`src/design/pstt_pkg.sv`:
```
// Shared types and constants for the priority sorted task table.
`default_nettype none
package pstt_pkg;

  localparam int TABLE_DEPTH = 16;
  localparam int CNT_W       = $clog2(TABLE_DEPTH + 1);
  localparam int IDX_W       = $clog2(TABLE_DEPTH);
  localparam int ID_W        = 8;
  localparam int PRIO_W      = 8;

  typedef enum logic [1:0] {
    OP_INSERT = 2'd0,
    OP_REMOVE = 2'd1,
    OP_SCAN   = 2'd2,
    OP_NOP    = 2'd3
  } opcode_t;

  typedef enum logic [2:0] {
    ST_OK        = 3'd0,
    ST_FULL      = 3'd1,
    ST_NOT_FOUND = 3'd2,
    ST_INVALID   = 3'd3,
    ST_EMPTY     = 3'd4
  } status_t;

  typedef enum logic [1:0] {
    CELL_HOLD,
    CELL_INSERT,
    CELL_REMOVE,
    CELL_ROTATE
  } cell_op_t;

  typedef enum logic {
    FSM_IDLE,
    FSM_SCAN
  } fsm_state_t;

  // command broadcast to every cell of the chain
  typedef struct packed {
    cell_op_t          op;
    logic [ID_W-1:0]   id;
    logic [PRIO_W-1:0] prio;
  } chain_cmd_t;

  // where a cell sits relative to the fill level
  typedef struct packed {
    logic occ;     // holds a live entry
    logic at_end;  // first free slot
    logic tail;    // last live entry
  } cell_pos_t;

endpackage
`default_nettype wire

```
`src/design/priority_sorted_task_table_unit.sv`:
```
// Top level of the priority sorted task table: control, fill count and result register.
//
// Input channel (in_valid/in_ready) carries opcode, task_id, task_priority.
// Output channel (out_valid/out_ready) carries status, entry_id,
// entry_priority, entry_count and last.
// Insert, remove and no-op: the transaction is accepted, the
// cell row shifts at that edge, and the single result sits in the output
// register the next cycle. in_ready is high again as soon as that result
// is taken or in the same cycle it is taken.
// Scan of N entries gives N results, one per cycle while out_ready holds:
// the row rotates by one cell per result and is back in place after the
// last one; no new transaction is accepted until then.
// A remove looks for the first matching id by a found flag that ripples
// combinationally through all cells, which sets the clock period.
// When the receiver stalls the output register holds its result and the
// scan waits; nothing is dropped.
// Reset (rst, synchronous) empties the table and the output register; slot
// contents are not cleared.
`default_nettype none
module priority_sorted_task_table_unit (
  input  wire                          clk,
  input  wire                          rst,
  input  wire                          in_valid,
  output logic                         in_ready,
  input  wire [1:0]                    opcode,
  input  wire [pstt_pkg::ID_W-1:0]     task_id,
  input  wire [pstt_pkg::PRIO_W-1:0]   task_priority,
  output logic                         out_valid,
  input  wire                          out_ready,
  output logic [2:0]                   status,
  output logic [pstt_pkg::ID_W-1:0]    entry_id,
  output logic [pstt_pkg::PRIO_W-1:0]  entry_priority,
  output logic [pstt_pkg::CNT_W-1:0]   entry_count,
  output logic                         last
);
  import pstt_pkg::*;

  fsm_state_t        state, state_next;
  logic [CNT_W-1:0]  count, count_next;
  logic [IDX_W-1:0]  idx, idx_next;
  chain_cmd_t        cmd;
  logic [ID_W-1:0]   head_id;
  logic [PRIO_W-1:0] head_prio;
  logic              found;
  logic              out_free;
  logic              accept;
  logic              load;
  status_t           ld_status;
  logic [ID_W-1:0]   ld_id;
  logic [PRIO_W-1:0] ld_prio;
  logic              ld_last;
  logic              scan_end;

  pstt_chain u_chain (
    .clk       (clk),
    .cmd       (cmd),
    .count     (count),
    .head_id   (head_id),
    .head_prio (head_prio),
    .found     (found)
  );

  assign out_free = !out_valid || out_ready;
  assign in_ready = (state == FSM_IDLE) && out_free;
  assign accept   = in_valid && in_ready;
  assign scan_end = {1'b0, idx} == CNT_W'(count - 1'b1);

  always_comb begin
    state_next = state;
    count_next = count;
    idx_next   = idx;
    cmd.op     = CELL_HOLD;
    cmd.id     = task_id;
    cmd.prio   = task_priority;
    load       = 1'b0;
    ld_status  = ST_OK;
    ld_id      = '0;
    ld_prio    = '0;
    ld_last    = 1'b1;
    case (state)
      FSM_IDLE: begin
        if (accept) begin
          load = 1'b1;
          case (opcode_t'(opcode))
            OP_INSERT: begin
              if (task_id == '0) begin
                ld_status = ST_INVALID;
              end else if (count == CNT_W'(TABLE_DEPTH)) begin
                ld_status = ST_FULL;
              end else begin
                cmd.op     = CELL_INSERT;
                count_next = count + 1'b1;
              end
            end
            OP_REMOVE: begin
              if (task_id == '0) begin
                ld_status = ST_INVALID;
              end else if (count == '0) begin
                ld_status = ST_EMPTY;
              end else begin
                // cells only shift when some cell matched
                cmd.op = CELL_REMOVE;
                if (found) begin
                  count_next = count - 1'b1;
                end else begin
                  ld_status = ST_NOT_FOUND;
                end
              end
            end
            OP_SCAN: begin
              if (count == '0) begin
                ld_status = ST_EMPTY;
              end else begin
                load       = 1'b0;
                idx_next   = '0;
                state_next = FSM_SCAN;
              end
            end
            default: begin
            end
          endcase
        end
      end
      FSM_SCAN: begin
        if (out_free) begin
          load     = 1'b1;
          cmd.op   = CELL_ROTATE;
          ld_id    = head_id;
          ld_prio  = head_prio;
          ld_last  = scan_end;
          idx_next = idx + 1'b1;
          if (scan_end) begin
            state_next = FSM_IDLE;
          end
        end
      end
      default: begin
        state_next = FSM_IDLE;
      end
    endcase
  end

  always_ff @(posedge clk) begin
    if (rst) begin
      state     <= FSM_IDLE;
      count     <= '0;
      idx       <= '0;
      out_valid <= 1'b0;
    end else begin
      state <= state_next;
      count <= count_next;
      idx   <= idx_next;
      if (load) begin
        out_valid <= 1'b1;
      end else if (out_ready) begin
        out_valid <= 1'b0;
      end
    end
  end

  always_ff @(posedge clk) begin
    if (load) begin
      status         <= ld_status;
      entry_id       <= ld_id;
      entry_priority <= ld_prio;
      entry_count    <= count_next;
      last           <= ld_last;
    end
  end

`ifndef SYNTH
  a_count_bound: assert property (@(posedge clk) disable iff (rst)
    count <= CNT_W'(TABLE_DEPTH))
    else $error("fill count above table depth");

  a_scan_count_stable: assert property (@(posedge clk) disable iff (rst)
    (state == FSM_SCAN) |=> (count == $past(count)))
    else $error("fill count changed during scan");

  a_scan_step_loads: assert property (@(posedge clk) disable iff (rst)
    (state == FSM_SCAN && out_free) |=> out_valid)
    else $error("scan step without result");

  a_insert_grows: assert property (@(posedge clk) disable iff (rst)
    (accept && opcode == OP_INSERT && task_id != '0 && count != CNT_W'(TABLE_DEPTH))
    |=> (count == CNT_W'($past(count) + 1'b1)))
    else $error("insert did not grow table");

  a_scan_nonempty: assert property (@(posedge clk) disable iff (rst)
    (state == FSM_SCAN) |-> (count != '0))
    else $error("scan running on empty table");
`endif

endmodule
`default_nettype wire

```
`src/design/pstt_cell.sv`:
```
// One slot of the sorted table: holds an id and priority, shifts with its neighbors.
`default_nettype none
module pstt_cell (
  input  wire                          clk,
  input  wire pstt_pkg::chain_cmd_t    cmd,
  input  wire pstt_pkg::cell_pos_t     pos,
  input  wire                          gt_in,
  input  wire                          found_in,
  input  wire [pstt_pkg::ID_W-1:0]     left_id,
  input  wire [pstt_pkg::PRIO_W-1:0]   left_prio,
  input  wire [pstt_pkg::ID_W-1:0]     right_id,
  input  wire [pstt_pkg::PRIO_W-1:0]   right_prio,
  input  wire [pstt_pkg::ID_W-1:0]     head_id,
  input  wire [pstt_pkg::PRIO_W-1:0]   head_prio,
  output logic                         gt_out,
  output logic                         found_out,
  output logic [pstt_pkg::ID_W-1:0]    id,
  output logic [pstt_pkg::PRIO_W-1:0]  prio
);
  import pstt_pkg::*;

  logic [ID_W-1:0]   id_next;
  logic [PRIO_W-1:0] prio_next;

  always_comb begin
    gt_out    = pos.occ && (prio > cmd.prio);
    found_out = found_in || (pos.occ && (id == cmd.id));
    id_next   = id;
    prio_next = prio;
    case (cmd.op)
      CELL_INSERT: begin
        if (gt_in) begin
          id_next   = left_id;
          prio_next = left_prio;
        end else if (gt_out || pos.at_end) begin
          id_next   = cmd.id;
          prio_next = cmd.prio;
        end
      end
      CELL_REMOVE: begin
        // everything from the first match onward closes the gap
        if (found_out) begin
          id_next   = right_id;
          prio_next = right_prio;
        end
      end
      CELL_ROTATE: begin
        if (pos.tail) begin
          id_next   = head_id;
          prio_next = head_prio;
        end else if (pos.occ) begin
          id_next   = right_id;
          prio_next = right_prio;
        end
      end
      default: begin
      end
    endcase
  end

  always_ff @(posedge clk) begin
    id   <= id_next;
    prio <= prio_next;
  end

endmodule
`default_nettype wire

```
`src/design/pstt_chain.sv`:
```
// Row of table cells with neighbor links and fill-level decode.
`default_nettype none
module pstt_chain (
  input  wire                          clk,
  input  wire pstt_pkg::chain_cmd_t    cmd,
  input  wire [pstt_pkg::CNT_W-1:0]    count,
  output logic [pstt_pkg::ID_W-1:0]    head_id,
  output logic [pstt_pkg::PRIO_W-1:0]  head_prio,
  output logic                         found
);
  import pstt_pkg::*;

  logic              gt    [TABLE_DEPTH];
  logic              fnd   [TABLE_DEPTH];
  logic [ID_W-1:0]   ids   [TABLE_DEPTH];
  logic [PRIO_W-1:0] prios [TABLE_DEPTH];
  cell_pos_t         pos   [TABLE_DEPTH];

  genvar i;
  generate
    for (i = 0; i < TABLE_DEPTH; i++) begin : g_cell
      logic              gt_l;
      logic              fnd_l;
      logic [ID_W-1:0]   id_l;
      logic [PRIO_W-1:0] prio_l;
      logic [ID_W-1:0]   id_r;
      logic [PRIO_W-1:0] prio_r;

      assign pos[i].occ    = CNT_W'(i) < count;
      assign pos[i].at_end = count == CNT_W'(i);
      assign pos[i].tail   = count == CNT_W'(i + 1);

      if (i == 0) begin : g_first
        assign gt_l   = 1'b0;
        assign fnd_l  = 1'b0;
        assign id_l   = '0;
        assign prio_l = '0;
      end else begin : g_mid
        assign gt_l   = gt[i-1];
        assign fnd_l  = fnd[i-1];
        assign id_l   = ids[i-1];
        assign prio_l = prios[i-1];
      end

      if (i == TABLE_DEPTH - 1) begin : g_last
        assign id_r   = ids[i];
        assign prio_r = prios[i];
      end else begin : g_inner
        assign id_r   = ids[i+1];
        assign prio_r = prios[i+1];
      end

      pstt_cell u_cell (
        .clk        (clk),
        .cmd        (cmd),
        .pos        (pos[i]),
        .gt_in      (gt_l),
        .found_in   (fnd_l),
        .left_id    (id_l),
        .left_prio  (prio_l),
        .right_id   (id_r),
        .right_prio (prio_r),
        .head_id    (ids[0]),
        .head_prio  (prios[0]),
        .gt_out     (gt[i]),
        .found_out  (fnd[i]),
        .id         (ids[i]),
        .prio       (prios[i])
      );
    end
  endgenerate

  assign head_id   = ids[0];
  assign head_prio = prios[0];
  assign found     = fnd[TABLE_DEPTH-1];

endmodule
`default_nettype wire

```
`config.mk`:
```
export PLATFORM = sky130hd
export DESIGN_NAME = priority_sorted_task_table_unit
export DESIGN_NICKNAME = d
export VERILOG_FILES = /design/src/design/pstt_pkg.sv /design/src/design/priority_sorted_task_table_unit.sv /design/src/design/pstt_cell.sv /design/src/design/pstt_chain.sv
export SDC_FILE = /design/constraint.sdc
export NUM_CORES = 1
export LEC_CHECK = 0
export BUFFER_PORTS_ARGS = -buffer_cell sky130_fd_sc_hd__buf_2
export CAP_MARGIN = 20
export CORE_MARGIN = 1
export CORE_UTILIZATION = 60
export CTS_BUF_LIST = sky130_fd_sc_hd__clkbuf_8
export CTS_CLUSTER_SIZE = 12
export DETAILED_ROUTE_END_ITERATION = 6
export GPL_TIMING_DRIVEN = 0
export PLACE_DENSITY = 0.79
export RECOVER_POWER = 50
export SLEW_MARGIN = 20
export SYNTH_ARGS = -nofsm -noshare
export SYNTH_HDL_FRONTEND = slang
export SYNTH_HIERARCHICAL = 1
export SYNTH_SLANG_ARGS = --single-unit
```
`constraint.sdc`:
```
create_clock -name clk -period 22.4 [get_ports clk]
set_clock_uncertainty 0.1 [all_clocks]
set_input_delay 3.36 -clock clk [delete_from_list [all_inputs] [get_ports clk]]
set_output_delay 3.36 -clock clk [all_outputs]
set_load 0.02 [all_outputs]
```
==> flow_metrics.py, run 1 <==
metrics = {
    "run_status": {
        "outcome": "finished with violations",
        "failed_checks": "DRC, capacitance limit, slew limit",
    },
    "final_layout": {
        "multiInputGateArea_sq_um": 13800,
        "layout_commonest_cell": "a21oi_1",
        "nets": 2722,
        "nFillCells": 3087,
        "area_delta_synth_final_pct": 9.45,
        "regArea_sq_um": 8660,
        "final_cell_mix": "a21oi_1, edfxtp_1, a211oi_1",
        "layout-drive-gt1-share": 0.118,
        "design_area_sq_um": 26200,
    },
    "logic_synthesis": {
        "syn_inst": 2416,
        "yosys_warnings": 6,
        "synthesis.area_sq_um": 24000,
        "syn_area_per_cell_sq_um": 9.93,
    },
    "worst_setup_path": {
        "crit_type": "input pin to flop",
        "endpoint_kind": "flop",
        "crit_chain": "clkbuf_1, xnor2_1, nand3_1, nor3_2, or2_2, or2_2, or2_2, or2_2, or2_2, or2_2, or2_2, or2_2, or2_2, or2_2, or2_2, or2_2, or2_2, or2_2, or2_2, or2_2, and2_2, nand2_1, o22ai_1, a32o_2",
        "start_kind": "input pin",
        "cpMaxStageDelayCell": "clkbuf_1",
        "timing.rr.start": "u_chain/g_cell[0].u_cell/id[7]$_DFFE_PP_",
        "cpMostUsedCell": "or2_2",
        "arrival_ns": 11.11,
        "critPathBufInv": 1,
        "crit_required_ns": 22.71,
        "critPathMaxStageDelay_ns": 1.66,
        "crit_family": "simple AND/OR/NAND/NOR gates",
        "path_max_fanout": 33,
        "crit_start": "task_id[5]",
    },
    "sta": {
        "tightest_slew_ns": 2.37,
        "period_share": 0.482,
        "max_freq_mhz": 92.6,
        "rsz0062_at_grt": "false",
        "hold_viol": 0,
        "drv_slew": 34,
        "setup_viol": 0,
        "slew_headroom": -0.582,
        "setup-tns-final_ns": 0,
        "timing.final.crit_period_ns": 10.80,
    },
    "drt": {
        "drc": 1,
        "dr.first_iter.drc_count": 2269,
        "wl_met2_um": 35300,
        "antenna_left": 0,
        "vias": 20893,
        "wl_per_cell_um": 23.9,
        "drt-met1-wl_um": 28600,
        "vias_per_cell": 6.68,
        "drt_pass1_iterations": 7,
        "wl_um": 74700,
        "top_layer_used": "met4",
        "wl_met3_um": 7450,
    },
    "placed_design": {
        "gp_congestion": 0.928,
        "port_buffers": 47,
        "hpwlAfterDp_um": 54100,
        "place_area_sq_um": 25300,
    },
    "cts": {
        "post_cts_buffers": 0,
        "path_clk_slew_ns": 0.06,
        "cts_htree_levels": 2,
        "ctsResizeCount": 0,
        "numCtsBuffers": 55,
        "worstSkewPairLatency_ns": 0.66,
        "cts_root_buf": "clkbuf_8",
        "cts-hold-fix-buffers": 0,
        "cts_tree": "yes",
        "cts_sinks": 292,
        "clockBufferDepth": 3,
    },
    "floorplan": {
        "dieArea_sq_um": 40800,
        "die_y_um": 202,
        "initial_utilization": 0.615,
        "core-area_sq_um": 39000,
        "die_w_um": 202,
        "num_rows": 72,
        "ioPinCount": 49,
    },
    "global_route": {
        "grt_use_total": 0.358,
        "grt_max_degree": 34,
        "grt_pass1_vias": 20810,
        "grt_overflow_total": 0,
        "grt_pass1_wl_um": 114000,
        "antenna_found_initial": 1,
    },
    "power": {
        "ir_worst_vdd_uv": 60.4,
        "p_leak_nw": 11.3,
        "power_density_nw_per_um2": 55.9,
        "total_power_mw": 1.47,
    },
    "job": {
        "max_cap_violations": 1,
    },
    "min_path": {
        "hp-class": "flop to flop",
        "hp-start": "idx[1]$_SDFFE_PP0P_",
    },
}
-- worst paths after layout --
kind,to,slack [ns],cells after the start
worst max-delay path,entry_count[1]$_DFFE_PP_,11.60,24
worst min-delay path,idx[1]$_SDFFE_PP0P_,0.45,2
worst max register to register,entry_count[1]$_DFFE_PP_,14.82,23
worst min register to register,idx[1]$_SDFFE_PP0P_,0.45,2
-- worst reg2reg max path: cells and delay by family, from the launching register on --
family           cells  cell delay, ns
AND/OR/NAND/NOR     20            5.53
flip-flops           1            1.19
AO/OA/AOI/OAI        2            0.35
XOR/XNOR             1            0.17
-- layout make-up --
type | count | area share
diodes | 1 | 0.0000953
flip-flops and latches | 292 | 0.330
multi-input cells | 1856 | 0.526
repair buffers | 73 | 0.0209
clock inverters | 35 | 0.00925
inverters | 149 | 0.0213
well taps | 518 | 0.0247
clock buffers | 61 | 0.0320
plain buffers | 142 | 0.0355
-- state kept, by name, summed over array words and instances, names as in the netlist --
| register | count |
|---|---|
| entry_id | 8 |
| last | 1 |
| status | 3 |
| idx | 4 |
| out_valid | 1 |
| count | 5 |
| u_chain/g_cell.u_cell/id | 128 |
| u_chain/g_cell.u_cell/prio | 128 |
| entry_priority | 8 |
| state | 1 |
| entry_count | 5 |
-- power breakdown --
group,switching (mW),internal [mW],total (mW)
clock network,0.237,0.292,0.530
registers,0.0391,0.639,0.678
logic,0.157,0.102,0.259
-- per-layer routing --
| layer | track usage | vias up |
|---|---|---|
| met5 | 0 | - |
| met4 | 0.169 | 0 |
| met2 | 0.590 | 1221 |
| li1 | - | 9367 |
| met1 | 0.447 | 10009 |
| met3 | 0.0782 | 296 |
-- metrics by stage --
| stage | util | setup slack, ns | instances | hold WS, ns |
|---|---|---|---|---|
| finish | 0.673 | 11.60 | 3127 | 0.454 |
| global route | 0.673 | 11.42 | 3126 | 0.487 |
| detailed placement | 0.649 | 11.87 | 3028 | 0.447 |
| CTS | 0.676 | 12.55 | 3124 | 0.455 |
| floorplan | - | 12.86 | 2439 | 0.389 |
| global placement | 0.640 | 9.96 | 3004 | 0.420 |
Power figures use the tool's default switching activity.
==> run 2: changes to the inputs <==
clock period = 10.4 ns   (was 22.4 ns; I/O delays follow)
==> flow_metrics.py, run 2 (synthesis results as in run 1) <==
metrics = {
    "run_status": {
        "outcome": "finished with violations",
        "failed_checks": "capacitance limit, slew limit",
    },
    "cts": {
        "cts_tree": "yes",
        "cts_root_buf": "clkbuf_8",
        "cts_sinks": 292,
        "worstSkewPairLatency_ns": 0.66,
        "clockBufferDepth": 3,
        "path_clk_slew_ns": 0.06,
        "ctsResizeCount": 0,
        "numCtsBuffers": 55,
        "post_cts_buffers": 0,
        "cts_htree_levels": 2,
        "cts-hold-fix-buffers": 0,
    },
    "final_layout": {
        "final_cell_mix": "a21oi_1, edfxtp_1, a211oi_1",
        "nets": 2722,
        "regArea_sq_um": 8660,
        "post-route-util": 0.673,
        "layout-drive-gt1-share": 0.117,
        "reg.largest.list": "u_chain/g_cell.u_cell/id (128), u_chain/g_cell.u_cell/prio (128)",
        "area_delta_synth_final_pct": 9.43,
        "antenna_cells": 0,
        "layout_commonest_cell": "a21oi_1",
        "nFillCells": 3088,
        "multiInputGateArea_sq_um": 13800,
        "layout.cells.non_filler": 3126,
    },
    "floorplan": {
        "die_y_um": 202,
        "ioPinCount": 49,
        "num_rows": 72,
        "die_w_um": 202,
        "core-area_sq_um": 39000,
        "dieArea_sq_um": 40800,
        "initial_utilization": 0.615,
    },
    "sta": {
        "timing.final.crit_period_ns": 9.05,
        "slew_headroom": -0.596,
        "setup_viol": 0,
        "rsz0062_at_grt": "false",
        "drv_slew": 34,
        "tightest_slew_ns": 2.39,
        "period_share": 0.871,
        "hold_viol": 0,
        "max_freq_mhz": 110,
    },
    "worst_setup_path": {
        "crit_chain": "clkbuf_1, xnor2_1, nand3_1, nor3_2, or2_2, or2_2, or2_2, or2_2, or2_2, or2_2, or2_2, or2_2, or2_2, or2_2, or2_2, or2_2, or2_2, or2_2, or2_2, or2_2, and2_2, nand2_1, o22ai_1, a32o_2",
        "start_kind": "input pin",
        "crit_required_ns": 10.71,
        "endpoint_kind": "flop",
        "critPathBufInv": 1,
        "cpMaxStageDelayCell": "clkbuf_1",
        "cpMostUsedCell": "or2_2",
        "crit_start": "task_id[5]",
        "crit_family": "simple AND/OR/NAND/NOR gates",
        "path_max_fanout": 33,
        "arrival_ns": 9.36,
        "timing.rr.start": "u_chain/g_cell[0].u_cell/id[7]$_DFFE_PP_",
        "critPathMaxStageDelay_ns": 1.67,
        "crit_type": "input pin to flop",
    },
    "drt": {
        "antenna_left": 0,
        "drc": 0,
        "wl_um": 74500,
        "vias_per_cell": 6.65,
        "drt_pass1_iterations": 5,
        "vias": 20778,
        "dr.first_iter.drc_count": 2275,
        "wl_per_cell_um": 23.8,
    },
    "job": {
        "max_cap_violations": 1,
    },
    "global_route": {
        "grt_use_total": 0.358,
        "grt_overflow_total": 0,
        "grt_pass1_vias": 20810,
        "grt_max_degree": 34,
        "antenna_found_initial": 1,
        "grt_pass1_wl_um": 114000,
    },
    "placed_design": {
        "hpwlAfterDp_um": 54100,
        "dpl.cell_count": 3028,
        "gp_congestion": 0.928,
        "port_buffers": 47,
    },
    "min_path": {
        "hp-start": "idx[1]$_SDFFE_PP0P_",
        "hp-class": "flop to flop",
    },
    "power": {
        "ir_worst_vdd_uv": 130,
        "power_density_nw_per_um2": 120,
        "p_leak_nw": 11.3,
    },
}
[run 2: worst paths after layout]
path	to	slack, ns	cells past startpoint
worst min-delay path	idx[1]$_SDFFE_PP0P_	0.46	2
worst max register to register	entry_count[1]$_DFFE_PP_	2.79	23
worst min register to register	idx[1]$_SDFFE_PP0P_	0.46	2
worst max-delay path	entry_count[1]$_DFFE_PP_	1.35	24
[run 2: area by class of cell]
class / instances / share of cell area
buffer: 142 / 0.0355
tap: 518 / 0.0247
multi-input combinational: 1856 / 0.527
clock buffer: 61 / 0.0320
timing repair buffer: 73 / 0.0208
sequential: 292 / 0.330
clock inverter: 35 / 0.00925
inverter: 149 / 0.0213
[run 2: where the power goes]
group | leakage (nW) | internal (mW) | switching (mW)
clock | 0.627 | 0.630 | 0.511
combinational | 7.98 | 0.220 | 0.338
sequential | 2.68 | 1.38 | 0.0840
total | 11.3 | 2.23 | 0.933
[run 2: metal layers]
layer  global-route usage  share of wire
met1                0.447           0.39
met2                0.590           0.47
met3               0.0782          0.098
met4                0.169          0.045
met5                    0              0
[run 2: metrics by stage]
stage / power, mW / setup slack (ns) / TNS, ns / hold slack [ns] / area (sq um)
6_report: 3.16 / 1.35 / 0 / 0.455 / 26200
5_1_grt: 3.26 / 1.21 / 0 / 0.487 / 26200
4_1_cts: 3.15 / 2.35 / 0 / 0.455 / 26400
3_5_place_dp: 2.02 / 1.67 / 0 / 0.447 / 25300
3_3_place_gp: 1.98 / -0.240 / -20.07 / 0.420 / 25000
2_1_floorplan: 1.82 / 2.66 / 0 / 0.389 / 24100
[run 2: tightest hold or removal path: stages, from the launching register on]
cell,delay [ns]
dfxtp_1,0.35
nand3_1,0.09
a21oi_1,0.06
